==> src/sv/mpts_pkg.sv <==
`timescale 1ns / 1ps
`default_nettype none
package mpts_pkg;

	localparam int POS_W        = 32;
	localparam int DATA_W       = 8;
	localparam int LEN_W        = 32;
	localparam int TYPE_W       = 3;
	localparam int TIME_W       = 33;
	localparam int PERIOD_W     = 19;
	localparam int COUNT_W      = 32;
	localparam int TREF_W       = 10;
	localparam int TERM_W       = 33;
	localparam int TERM_FULL_W  = COUNT_W + 3;
	localparam int LEN_EXT_W    = (POS_W > LEN_W) ? POS_W : LEN_W;
	localparam int DTS_PROD_W   = COUNT_W + PERIOD_W;
	localparam int PTS_PROD_W   = TERM_W + PERIOD_W;
	localparam int ZRUN_W       = 2;

	localparam int QUEUE_DEPTH  = 4;
	localparam int QPTR_W       = $clog2(QUEUE_DEPTH);
	localparam int QCNT_W       = $clog2(QUEUE_DEPTH + 1);

	localparam int APB_ADDR_W   = 3;
	localparam int APB_DATA_W   = 32;
	localparam logic [0:0] REG_FRAME_PERIOD = 1'b0;

	localparam logic [DATA_W-1:0] CODE_PICTURE = 8'h00;
	localparam logic [DATA_W-1:0] CODE_GROUP   = 8'hB8;
	localparam logic [DATA_W-1:0] BYTE_ZERO    = 8'h00;
	localparam logic [DATA_W-1:0] BYTE_ONE     = 8'h01;
	localparam logic [ZRUN_W-1:0] ZRUN_MAX     = 2'd2;

	localparam logic [PERIOD_W-1:0] PERIOD_RESET = 19'd12012;

	typedef enum logic [3:0] {
		PH_HUNT   = 4'b0001,
		PH_CODE   = 4'b0010,
		PH_HDR_HI = 4'b0100,
		PH_HDR_LO = 4'b1000
	} phase_t;

	typedef enum logic {
		JOB_TIMES = 1'b0,
		JOB_EMIT  = 1'b1
	} job_kind_t;

	// arg_a: clamped pts term or picture length, arg_b: decode count
	typedef struct packed {
		job_kind_t          kind;
		logic [TERM_W-1:0]  arg_a;
		logic [COUNT_W-1:0] arg_b;
		logic [TYPE_W-1:0]  ptype;
	} job_t;

endpackage
`default_nettype wire

==> src/sv/mpts_byte_if.sv <==
`timescale 1ns / 1ps
`default_nettype none
interface mpts_byte_if;
	import mpts_pkg::*;

	logic              valid;
	logic              ready;
	logic [DATA_W-1:0] data_byte;

	modport source(output valid, output data_byte, input ready);
	modport sink(input valid, input data_byte, output ready);
endinterface
`default_nettype wire

==> src/sv/mpts_result_if.sv <==
`timescale 1ns / 1ps
`default_nettype none
interface mpts_result_if;
	import mpts_pkg::*;

	logic              valid;
	logic              ready;
	logic [LEN_W-1:0]  frame_length;
	logic [TYPE_W-1:0] picture_type;
	logic [TIME_W-1:0] decode_time;
	logic [TIME_W-1:0] present_time;

	modport source(output valid, output frame_length, output picture_type,
		output decode_time, output present_time, input ready);
	modport sink(input valid, input frame_length, input picture_type,
		input decode_time, input present_time, output ready);
endinterface
`default_nettype wire

==> src/sv/mpts_front.sv <==
`timescale 1ns / 1ps
`default_nettype none
module mpts_front (
	input  logic             clk,
	input  logic             arst_n,
	mpts_byte_if.sink        stream,
	input  logic             queue_full,
	output logic             push,
	output mpts_pkg::job_t   push_job
);
	import mpts_pkg::*;

	phase_t              phase_q, phase_d;
	logic [ZRUN_W-1:0]   zrun_q, zrun_d;
	logic [POS_W-1:0]    pos_q, pos_d;
	logic [POS_W-1:0]    pstart_q, pstart_d;
	logic [DATA_W-1:0]   hdr_hi_q, hdr_hi_d;
	logic [COUNT_W-1:0]  dcount_q, dcount_d;
	logic [COUNT_W-1:0]  gcount_q, gcount_d;
	logic [TYPE_W-1:0]   ptype_q, ptype_d;

	logic                acc;
	logic [DATA_W-1:0]   b;
	logic [POS_W-1:0]    prefix;
	logic [POS_W-1:0]    diff;
	logic [LEN_EXT_W-1:0] diff_ext;
	logic [LEN_W-1:0]    len;
	logic [2*DATA_W-1:0] word;
	logic [TREF_W-1:0]   tref;
	logic [TERM_FULL_W-1:0] term_full;
	logic [TERM_W-1:0]   term;

	assign stream.ready = !queue_full;
	assign acc = stream.valid && !queue_full;
	assign b = stream.data_byte;

	// prefix started three bytes back
	assign prefix   = pos_q - POS_W'(3);
	assign diff     = prefix - pstart_q;
	assign diff_ext = LEN_EXT_W'(diff);
	assign len = (diff_ext > LEN_EXT_W'(32'hFFFF_FFFF)) ? '1 : diff_ext[LEN_W-1:0];

	assign word = {hdr_hi_q, b};
	assign tref = word[15:6];
	assign term_full = TERM_FULL_W'(tref) + TERM_FULL_W'(dcount_q) + TERM_FULL_W'(1)
		- TERM_FULL_W'(gcount_q);
	assign term = term_full[TERM_FULL_W-1] ? '0 : term_full[TERM_W-1:0];

	always_comb begin
		phase_d  = phase_q;
		zrun_d   = zrun_q;
		pos_d    = pos_q;
		pstart_d = pstart_q;
		hdr_hi_d = hdr_hi_q;
		dcount_d = dcount_q;
		gcount_d = gcount_q;
		ptype_d  = ptype_q;
		push     = 1'b0;
		push_job = '0;
		if (acc) begin
			pos_d = pos_q + POS_W'(1);
			case (phase_q)
				PH_HUNT: begin
					if (b == BYTE_ZERO) begin
						if (zrun_q < ZRUN_MAX) zrun_d = zrun_q + ZRUN_W'(1);
					end else if (b == BYTE_ONE && zrun_q >= ZRUN_MAX) begin
						zrun_d  = '0;
						phase_d = PH_CODE;
					end else begin
						zrun_d = '0;
					end
				end
				PH_CODE: begin
					zrun_d  = '0;
					phase_d = PH_HUNT;
					if (b == CODE_GROUP) begin
						gcount_d = '0;
					end else if (b == CODE_PICTURE) begin
						phase_d = PH_HDR_HI;
						if (dcount_q != '0) begin
							push           = 1'b1;
							push_job.kind  = JOB_EMIT;
							push_job.arg_a = TERM_W'(len);
							push_job.ptype = ptype_q;
							pstart_d       = prefix;
						end
					end
				end
				PH_HDR_HI: begin
					hdr_hi_d = b;
					phase_d  = PH_HDR_LO;
				end
				PH_HDR_LO: begin
					ptype_d        = word[5:3];
					push           = 1'b1;
					push_job.kind  = JOB_TIMES;
					push_job.arg_a = term;
					push_job.arg_b = dcount_q;
					dcount_d       = dcount_q + COUNT_W'(1);
					gcount_d       = gcount_q + COUNT_W'(1);
					phase_d        = PH_HUNT;
					// low header byte also starts a new zero run
					zrun_d = (b == BYTE_ZERO) ? ZRUN_W'(1) : '0;
				end
				default: begin
					phase_d = PH_HUNT;
					zrun_d  = '0;
				end
			endcase
		end
	end

	always_ff @(posedge clk or negedge arst_n) begin
		if (!arst_n) begin
			phase_q  <= PH_HUNT;
			zrun_q   <= '0;
			pos_q    <= '0;
			pstart_q <= '0;
			hdr_hi_q <= '0;
			dcount_q <= '0;
			gcount_q <= '0;
			ptype_q  <= '0;
		end else begin
			phase_q  <= phase_d;
			zrun_q   <= zrun_d;
			pos_q    <= pos_d;
			pstart_q <= pstart_d;
			hdr_hi_q <= hdr_hi_d;
			dcount_q <= dcount_d;
			gcount_q <= gcount_d;
			ptype_q  <= ptype_d;
		end
	end
endmodule
`default_nettype wire

==> src/sv/mpts_queue.sv <==
`timescale 1ns / 1ps
`default_nettype none
module mpts_queue (
	input  logic            clk,
	input  logic            arst_n,
	input  logic            push,
	input  mpts_pkg::job_t  push_job,
	output logic            full,
	input  logic            pop,
	output logic            head_valid,
	output mpts_pkg::job_t  head_job
);
	import mpts_pkg::*;

	job_t               mem_q [QUEUE_DEPTH];
	logic [QPTR_W-1:0]  wr_ptr_q;
	logic [QPTR_W-1:0]  rd_ptr_q;
	logic [QCNT_W-1:0]  cnt_q;
	logic               do_pop;

	assign full       = (cnt_q == QCNT_W'(QUEUE_DEPTH));
	assign head_valid = (cnt_q != '0);
	assign head_job   = mem_q[rd_ptr_q];
	assign do_pop     = pop && head_valid;

	always_ff @(posedge clk) begin
		if (push) mem_q[wr_ptr_q] <= push_job;
	end

	always_ff @(posedge clk or negedge arst_n) begin
		if (!arst_n) begin
			wr_ptr_q <= '0;
			rd_ptr_q <= '0;
			cnt_q    <= '0;
		end else begin
			if (push) wr_ptr_q <= wr_ptr_q + QPTR_W'(1);
			if (do_pop) rd_ptr_q <= rd_ptr_q + QPTR_W'(1);
			if (push && !do_pop) cnt_q <= cnt_q + QCNT_W'(1);
			else if (!push && do_pop) cnt_q <= cnt_q - QCNT_W'(1);
		end
	end
endmodule
`default_nettype wire

==> src/sv/mpts_back.sv <==
`timescale 1ns / 1ps
`default_nettype none
module mpts_back (
	input  logic                            clk,
	input  logic                            arst_n,
	input  logic [mpts_pkg::PERIOD_W-1:0]   period,
	input  logic                            head_valid,
	input  mpts_pkg::job_t                  head_job,
	output logic                            pop,
	mpts_result_if.source                   result
);
	import mpts_pkg::*;

	logic                  valid_s1;
	job_t                  job_s1;
	logic                  adv;
	logic [DTS_PROD_W-1:0] dts_prod;
	logic [PTS_PROD_W-1:0] pts_prod;
	logic [TIME_W-1:0]     held_dts_q;
	logic [TIME_W-1:0]     held_pts_q;
	logic                  out_valid_q;
	logic [LEN_W-1:0]      out_len_q;
	logic [TYPE_W-1:0]     out_type_q;
	logic [TIME_W-1:0]     out_dts_q;
	logic [TIME_W-1:0]     out_pts_q;

	// timing jobs never wait, emit jobs wait for a free output register
	assign adv = valid_s1 && (job_s1.kind == JOB_TIMES || !out_valid_q || result.ready);
	assign pop = head_valid && (!valid_s1 || adv);

	assign dts_prod = DTS_PROD_W'(job_s1.arg_b) * DTS_PROD_W'(period);
	assign pts_prod = PTS_PROD_W'(job_s1.arg_a) * PTS_PROD_W'(period);

	always_ff @(posedge clk or negedge arst_n) begin
		if (!arst_n) begin
			valid_s1 <= 1'b0;
		end else if (pop) begin
			valid_s1 <= 1'b1;
		end else if (adv) begin
			valid_s1 <= 1'b0;
		end
	end

	always_ff @(posedge clk) begin
		if (pop) job_s1 <= head_job;
	end

	// period is q.2, drop the fraction and keep 33 bits
	always_ff @(posedge clk) begin
		if (adv && job_s1.kind == JOB_TIMES) begin
			held_dts_q <= dts_prod[TIME_W+1:2];
			held_pts_q <= pts_prod[TIME_W+1:2];
		end
	end

	always_ff @(posedge clk or negedge arst_n) begin
		if (!arst_n) begin
			out_valid_q <= 1'b0;
		end else if (adv && job_s1.kind == JOB_EMIT) begin
			out_valid_q <= 1'b1;
		end else if (result.ready) begin
			out_valid_q <= 1'b0;
		end
	end

	always_ff @(posedge clk) begin
		if (adv && job_s1.kind == JOB_EMIT) begin
			out_len_q  <= job_s1.arg_a[LEN_W-1:0];
			out_type_q <= job_s1.ptype;
			out_dts_q  <= held_dts_q;
			out_pts_q  <= held_pts_q;
		end
	end

	assign result.valid        = out_valid_q;
	assign result.frame_length = out_len_q;
	assign result.picture_type = out_type_q;
	assign result.decode_time  = out_dts_q;
	assign result.present_time = out_pts_q;
endmodule
`default_nettype wire

==> src/sv/mpeg_video_picture_timestamper.sv <==
`timescale 1ns / 1ps
`default_nettype none
// mpeg-1 video picture timestamper
// stream: one elementary-stream byte per request, valid/ready handshake
// result: one request per picture start code after the first, describing the
//   previous picture: byte length, coding type, dts and pts in 90 kHz ticks
// apb port: register 0 at address 0 is the picture period in q.2 ticks,
//   write it only while the block is idle; pready is tied high
// throughput: one byte per cycle while the job queue has room, set by the
//   byte scanner in the front end; the timestamp unit behind the four-entry
//   job queue takes one job a cycle unless an emit job waits for the output
//   register; when the result side stalls, jobs collect in the queue and
//   stream.ready drops only once all four entries are full
// reset: scanner hunts for a prefix, counts and position clear, period
//   returns to 12012 (29.97 Hz), queue and output empty
// the last picture of a stream is never reported
module mpeg_video_picture_timestamper (
	input  logic                              clk,
	input  logic                              arst_n,
	input  logic                              psel,
	input  logic                              penable,
	input  logic                              pwrite,
	input  logic [mpts_pkg::APB_ADDR_W-1:0]   paddr,
	input  logic [mpts_pkg::APB_DATA_W-1:0]   pwdata,
	output logic [mpts_pkg::APB_DATA_W-1:0]   prdata,
	output logic                              pready,
	mpts_byte_if.sink                         stream,
	mpts_result_if.source                     result
);
	import mpts_pkg::*;

	logic [PERIOD_W-1:0] period_q;
	logic                reg_sel;
	logic                q_full;
	logic                push;
	job_t                push_job;
	logic                pop;
	logic                head_valid;
	job_t                head_job;

	assign pready  = 1'b1;
	assign reg_sel = (paddr[APB_ADDR_W-1] == REG_FRAME_PERIOD);
	assign prdata  = reg_sel ? APB_DATA_W'(period_q) : '0;

	always_ff @(posedge clk or negedge arst_n) begin
		if (!arst_n) begin
			period_q <= PERIOD_RESET;
		end else if (psel && penable && pwrite && reg_sel) begin
			period_q <= pwdata[PERIOD_W-1:0];
		end
	end

	mpts_front u_front (
		.clk        (clk),
		.arst_n     (arst_n),
		.stream     (stream),
		.queue_full (q_full),
		.push       (push),
		.push_job   (push_job)
	);

	mpts_queue u_queue (
		.clk        (clk),
		.arst_n     (arst_n),
		.push       (push),
		.push_job   (push_job),
		.full       (q_full),
		.pop        (pop),
		.head_valid (head_valid),
		.head_job   (head_job)
	);

	mpts_back u_back (
		.clk        (clk),
		.arst_n     (arst_n),
		.period     (period_q),
		.head_valid (head_valid),
		.head_job   (head_job),
		.pop        (pop),
		.result     (result)
	);
endmodule
`default_nettype wire

==> src/flat_wrapper.sv <==
// flat-port wrapper written by rule: the top's interface ports become plain ports
module mpeg_video_picture_timestamper_flat import mpts_pkg::*;
  (clk, arst_n, psel, penable, pwrite, paddr, pwdata, prdata, pready, stream_valid, stream_data_byte, stream_ready, result_valid, result_frame_length, result_picture_type, result_decode_time, result_present_time, result_ready);
  mpts_byte_if stream_i ();
  mpts_result_if result_i ();
  input  logic clk;
  input  logic arst_n;
  input  logic psel;
  input  logic penable;
  input  logic pwrite;
  input  logic [mpts_pkg::APB_ADDR_W-1:0] paddr;
  input  logic [mpts_pkg::APB_DATA_W-1:0] pwdata;
  output logic [mpts_pkg::APB_DATA_W-1:0] prdata;
  output logic pready;
  input wire logic [$bits(stream_i.valid)-1:0] stream_valid;
  input wire logic [$bits(stream_i.data_byte)-1:0] stream_data_byte;
  output wire logic [$bits(stream_i.ready)-1:0] stream_ready;
  output wire logic [$bits(result_i.valid)-1:0] result_valid;
  output wire logic [$bits(result_i.frame_length)-1:0] result_frame_length;
  output wire logic [$bits(result_i.picture_type)-1:0] result_picture_type;
  output wire logic [$bits(result_i.decode_time)-1:0] result_decode_time;
  output wire logic [$bits(result_i.present_time)-1:0] result_present_time;
  input wire logic [$bits(result_i.ready)-1:0] result_ready;
  assign stream_i.valid = stream_valid;
  assign stream_i.data_byte = stream_data_byte;
  assign stream_ready = stream_i.ready;
  assign result_valid = result_i.valid;
  assign result_frame_length = result_i.frame_length;
  assign result_picture_type = result_i.picture_type;
  assign result_decode_time = result_i.decode_time;
  assign result_present_time = result_i.present_time;
  assign result_i.ready = result_ready;
  mpeg_video_picture_timestamper u_core (.clk(clk), .arst_n(arst_n), .psel(psel), .penable(penable), .pwrite(pwrite), .paddr(paddr), .pwdata(pwdata), .prdata(prdata), .pready(pready), .stream(stream_i), .result(result_i));
endmodule
==> config.mk <==
export PLATFORM = sky130hd
export DESIGN_NAME = mpeg_video_picture_timestamper_flat
export DESIGN_NICKNAME = d
export VERILOG_FILES = /design/src/sv/mpts_pkg.sv /design/src/sv/mpts_byte_if.sv /design/src/sv/mpts_result_if.sv /design/src/sv/mpts_front.sv /design/src/sv/mpts_queue.sv /design/src/sv/mpts_back.sv /design/src/sv/mpeg_video_picture_timestamper.sv /design/src/flat_wrapper.sv
export SDC_FILE = /design/constraint.sdc
export NUM_CORES = 2
export LEC_CHECK = 0
export BUFFER_PORTS_ARGS = -buffer_cell sky130_fd_sc_hd__buf_4
export CAP_MARGIN = 20
export CORE_MARGIN = 2
export CORE_UTILIZATION = 65
export CTS_BUF_LIST = sky130_fd_sc_hd__clkbuf_4
export DETAILED_ROUTE_END_ITERATION = 6
export PLACE_DENSITY = 0.93
export REMOVE_ABC_BUFFERS = 1
export SYNTH_ARGS = -nofsm -noshare
export SYNTH_HDL_FRONTEND = slang
export SYNTH_SLANG_ARGS = --single-unit
export TNS_END_PERCENT = 5
==> constraint.sdc <==
create_clock -name clk -period 8.3 [get_ports clk]
set_clock_uncertainty 0.2 [all_clocks]
set_input_delay 0.83 -clock clk [delete_from_list [all_inputs] [get_ports clk]]
set_output_delay 0.83 -clock clk [all_outputs]
set_load 0.02 [all_outputs]
==> run metrics <==
Setup Total Neg Slack=0 ns; Finished Cell Area=64,000 µm²; maximum net fanout on the critical path=16; First-pass DRT Iterations=7; gate count after technology mapping=5,510; Clock transition at path regs=0.22 ns; final worst path period need=8.22 ns; achievable clock frequency=122 MHz; count of placed standard cells including taps=6,691; fraction of registers with async set or reset after synthesis=25.3%; number of buffers inserted during clock tree synthesis=169; wire length of the first global-routing pass=265 mm; most frequent cell after synthesis=sky130_fd_sc_hd__inv_1; number of hold-slack violations in the final timing report=0; height of the die=305 µm; post-CTS sizing=0; Final ANT Viol Nets=0; final number of max-transition violations=0; Routability Congestion=0.962; buffering stage count on the worst path with inverters included=5; data arrival time of the critical path=8.95 ns; Final Setup Violations=0; detailed-route wire length per cell=24.2 µm; placeable core region=89,900 µm²; Post-synth top flop=sky130_fd_sc_hd__edfxtp_1; number of synthesized register bits=685; critical path required time=9.02 ns; EDFF count, synth=512; mean number of vias per cell=6.28; Critical Path Start Type=flip-flop; worst-skew pair later-pin latency=1.24 ns; measured slew at the worst slew-check pin=1.19 ns; dpl cell area=61,300 µm²; failing checks=design-rule violations; synthesized area=58,900 µm²; top cells by instance count after synthesis=sky130_fd_sc_hd__inv_1 (1,110), sky130_fd_sc_hd__fa_1 (798), sky130_fd_sc_hd__nand2_1 (668); result of the run=finished with violations; CTS tree=done; top cell type by total area after synthesis=sky130_fd_sc_hd__fa_1; Placement Rows=110; pin count of the biggest net entering global routing=84; series of cell instances along the critical path=buf_4 > and2_1 > fa_1 > ha_1 > inv_1 > fa_1 > fa_1 > inv_1 > fa_1 > inv_1 > fa_1 > inv_1 > ha_1 > nand4_1 > o31ai_1 > a211oi_1 > o21ai_0 > a221o_1 > a21oi_1 > xnor2_1; Reg2Reg Setup Slack=0.08 ns; number of buffers on the longest clock path=3; number of antenna violations at the first check in global routing=14; register area=19,700 µm²; final HPWL from detailed placement=108 mm; reported max-cap violation count=0; syn_area_per_cell=10.7 µm²; register area share after synthesis=33.5%; number of remaining DRC errors=121; Final #Nets=6,824; Clock Sinks=685; Fin Hold WS=0.0546 ns; global-route usage over all layers=37.8%; starting density of the core=65.6%; area overhead of the layout relative to synthesis=8.68%; die area=93,100 µm²; critical path class=reg2reg; htree depth=4; Area contributors post-synth=sky130_fd_sc_hd__fa_1 (27%), sky130_fd_sc_hd__edfxtp_1 (26%), sky130_fd_sc_hd__inv_1 (7.1%); number of unique standard cell types used by synthesis=71; buffer cell driving the clock tree root=sky130_fd_sc_hd__clkbuf_4; slew margin rel.=20.8%; footprint of the multi-input gates=34,100 µm²; total via count after detailed routing=44.2k; Synth warnings=0; top-level I/O count=186; number of global-route vias before repair=48.0k; setup repair after global routing missed its margin=no; delay contributed by the slowest stage of the critical path=1.10 ns; top-area cell type share of the netlist area=27.1%; slowest cell on the critical path=sky130_fd_sc_hd__dfstp_2; buffers added on ports=156; cell occurring most often along the worst timing path=sky130_fd_sc_hd__fa_1; top cell family by delay on the critical path=adder cells; number of inserted filler cells in the final layout=5,280; capturing element type of the critical path=flip-flop; routed wire length=171 mm; number of DRC violations after detailed-routing iteration 0=6,014; final cell count without fillers=7,046; die width=305 µm; worst hold-check path type=in2async; final clock period utilization by the worst path=99.1%; overall overflow remaining after global route=0; share of layout cells above drive strength 1=11.5%
## layout make-up
cell class	instances	area share, %
Antenna cell	15	0.0586
Clock buffer	254	2.98
Clock inverter	51	0.567
Inverter	1110	6.51
Multi-Input combinational cell	3471	53.2
Sequential cell	685	30.8
Tap cell	1176	2.30
Timing Repair Buffer	284	3.57
## metal layers
| layer | part of all wire (%) | routed length [µm] | global-route usage, % | up-vias |
|---|---|---|---|---|
| met5 | 0.11 | 188 | 0.362 | - |
| met4 | 9.3 | 15800 | 27.5 | 18 |
| met3 | 14 | 23700 | 15.2 | 1451 |
| met2 | 46 | 78900 | 59.4 | 3938 |
| met1 | 31 | 52100 | 41.8 | 21100 |
| li1 | - | - | - | 17800 |
## timing repair
item                                    4_1_cts  5_1_grt
hold endpoints to repair                     92        0
endpoints found under the setup margin        0        0
hold buffers                                 30        0
setup buffers                                 0        0
## worst paths after layout
check	start	endpoint	cells after the start
setup / recovery	u_core.period_q[11]	u_core.u_back.held_pts_q[26]	20
hold / removal	arst_n	u_core.period_q[17]	2
setup reg to reg	u_core.period_q[11]	u_core.u_back.held_pts_q[26]	20
hold reg to reg	u_core.u_back.held_pts_q[27]	u_core.u_back.result.present_time[27]	0
max in group asynchronous	arst_n	u_core.u_front.gcount_q[9]	3
min in group clk	psel	u_core.period_q[11]	4
## placed cells by master (no fill, tap or decap), types with 88 or more instances in the layout
cell / instances
sky130_fd_sc_hd__ha_1: 255
sky130_fd_sc_hd__clkbuf_4: 256
sky130_fd_sc_hd__edfxtp_1: 512
sky130_fd_sc_hd__xor2_1: 88
sky130_fd_sc_hd__inv_1: 1110
sky130_fd_sc_hd__a21oi_1: 136
sky130_fd_sc_hd__fa_1: 798
sky130_fd_sc_hd__xnor2_1: 175
sky130_fd_sc_hd__buf_4: 246
sky130_fd_sc_hd__o21ai_0: 123
sky130_fd_sc_hd__nor2_1: 159
sky130_fd_sc_hd__and2_1: 466
sky130_fd_sc_hd__nand2_1: 668
sky130_fd_sc_hd__dfrtp_1: 157
## registers in the layout, indices dropped and copies added (netlist names)
register / cells
u_core.u_queue.rd_ptr_q: 2
u_core.u_back.held_pts_q: 33
u_core.u_queue.wr_ptr_q: 2
u_core.u_back.job_s1: 69
u_core.u_queue.cnt_q: 3
u_core.u_back.result.present_time: 33
u_core.u_back.held_dts_q: 33
u_core.u_queue.mem_q: 276
u_core.u_back.result.picture_type: 3
u_core.u_front.phase_q: 4
u_core.u_front.pos_q: 32
u_core.u_back.valid_s1: 1
u_core.u_front.zrun_q: 2
u_core.u_front.hdr_hi_q: 8
u_core.u_back.result.decode_time: 33
u_core.u_front.ptype_q: 3
u_core.period_q: 19
u_core.u_back.result.frame_length: 32
u_core.u_front.gcount_q: 32
u_core.u_front.pstart_q: 32
u_core.u_front.dcount_q: 32
u_core.u_back.result.valid: 1
## logic make-up after synthesis
family                   share of synthesized area [%]
buffers and inverters                             8.83
multiplexers                                      3.15
other                                           0.0127
adder cells (fa/ha/maj)                           32.5
flip-flops                                        33.5
AND/OR/NAND/NOR                                   13.2
XOR/XNOR                                          3.94
AO/OA/AOI/OAI                                     4.83
## metrics by stage
stage	setup WS, ns	util [%]
finish	0.0779	71.2
global route	0.0117	71.2
floorplan	1.45	-
global placement	0.862	68.3
CTS	0.495	71.1
detailed placement	0.618	68.3
Power is not shown: default switching activity piles up to over one toggle a cycle in this logic, so the estimate is an artifact.
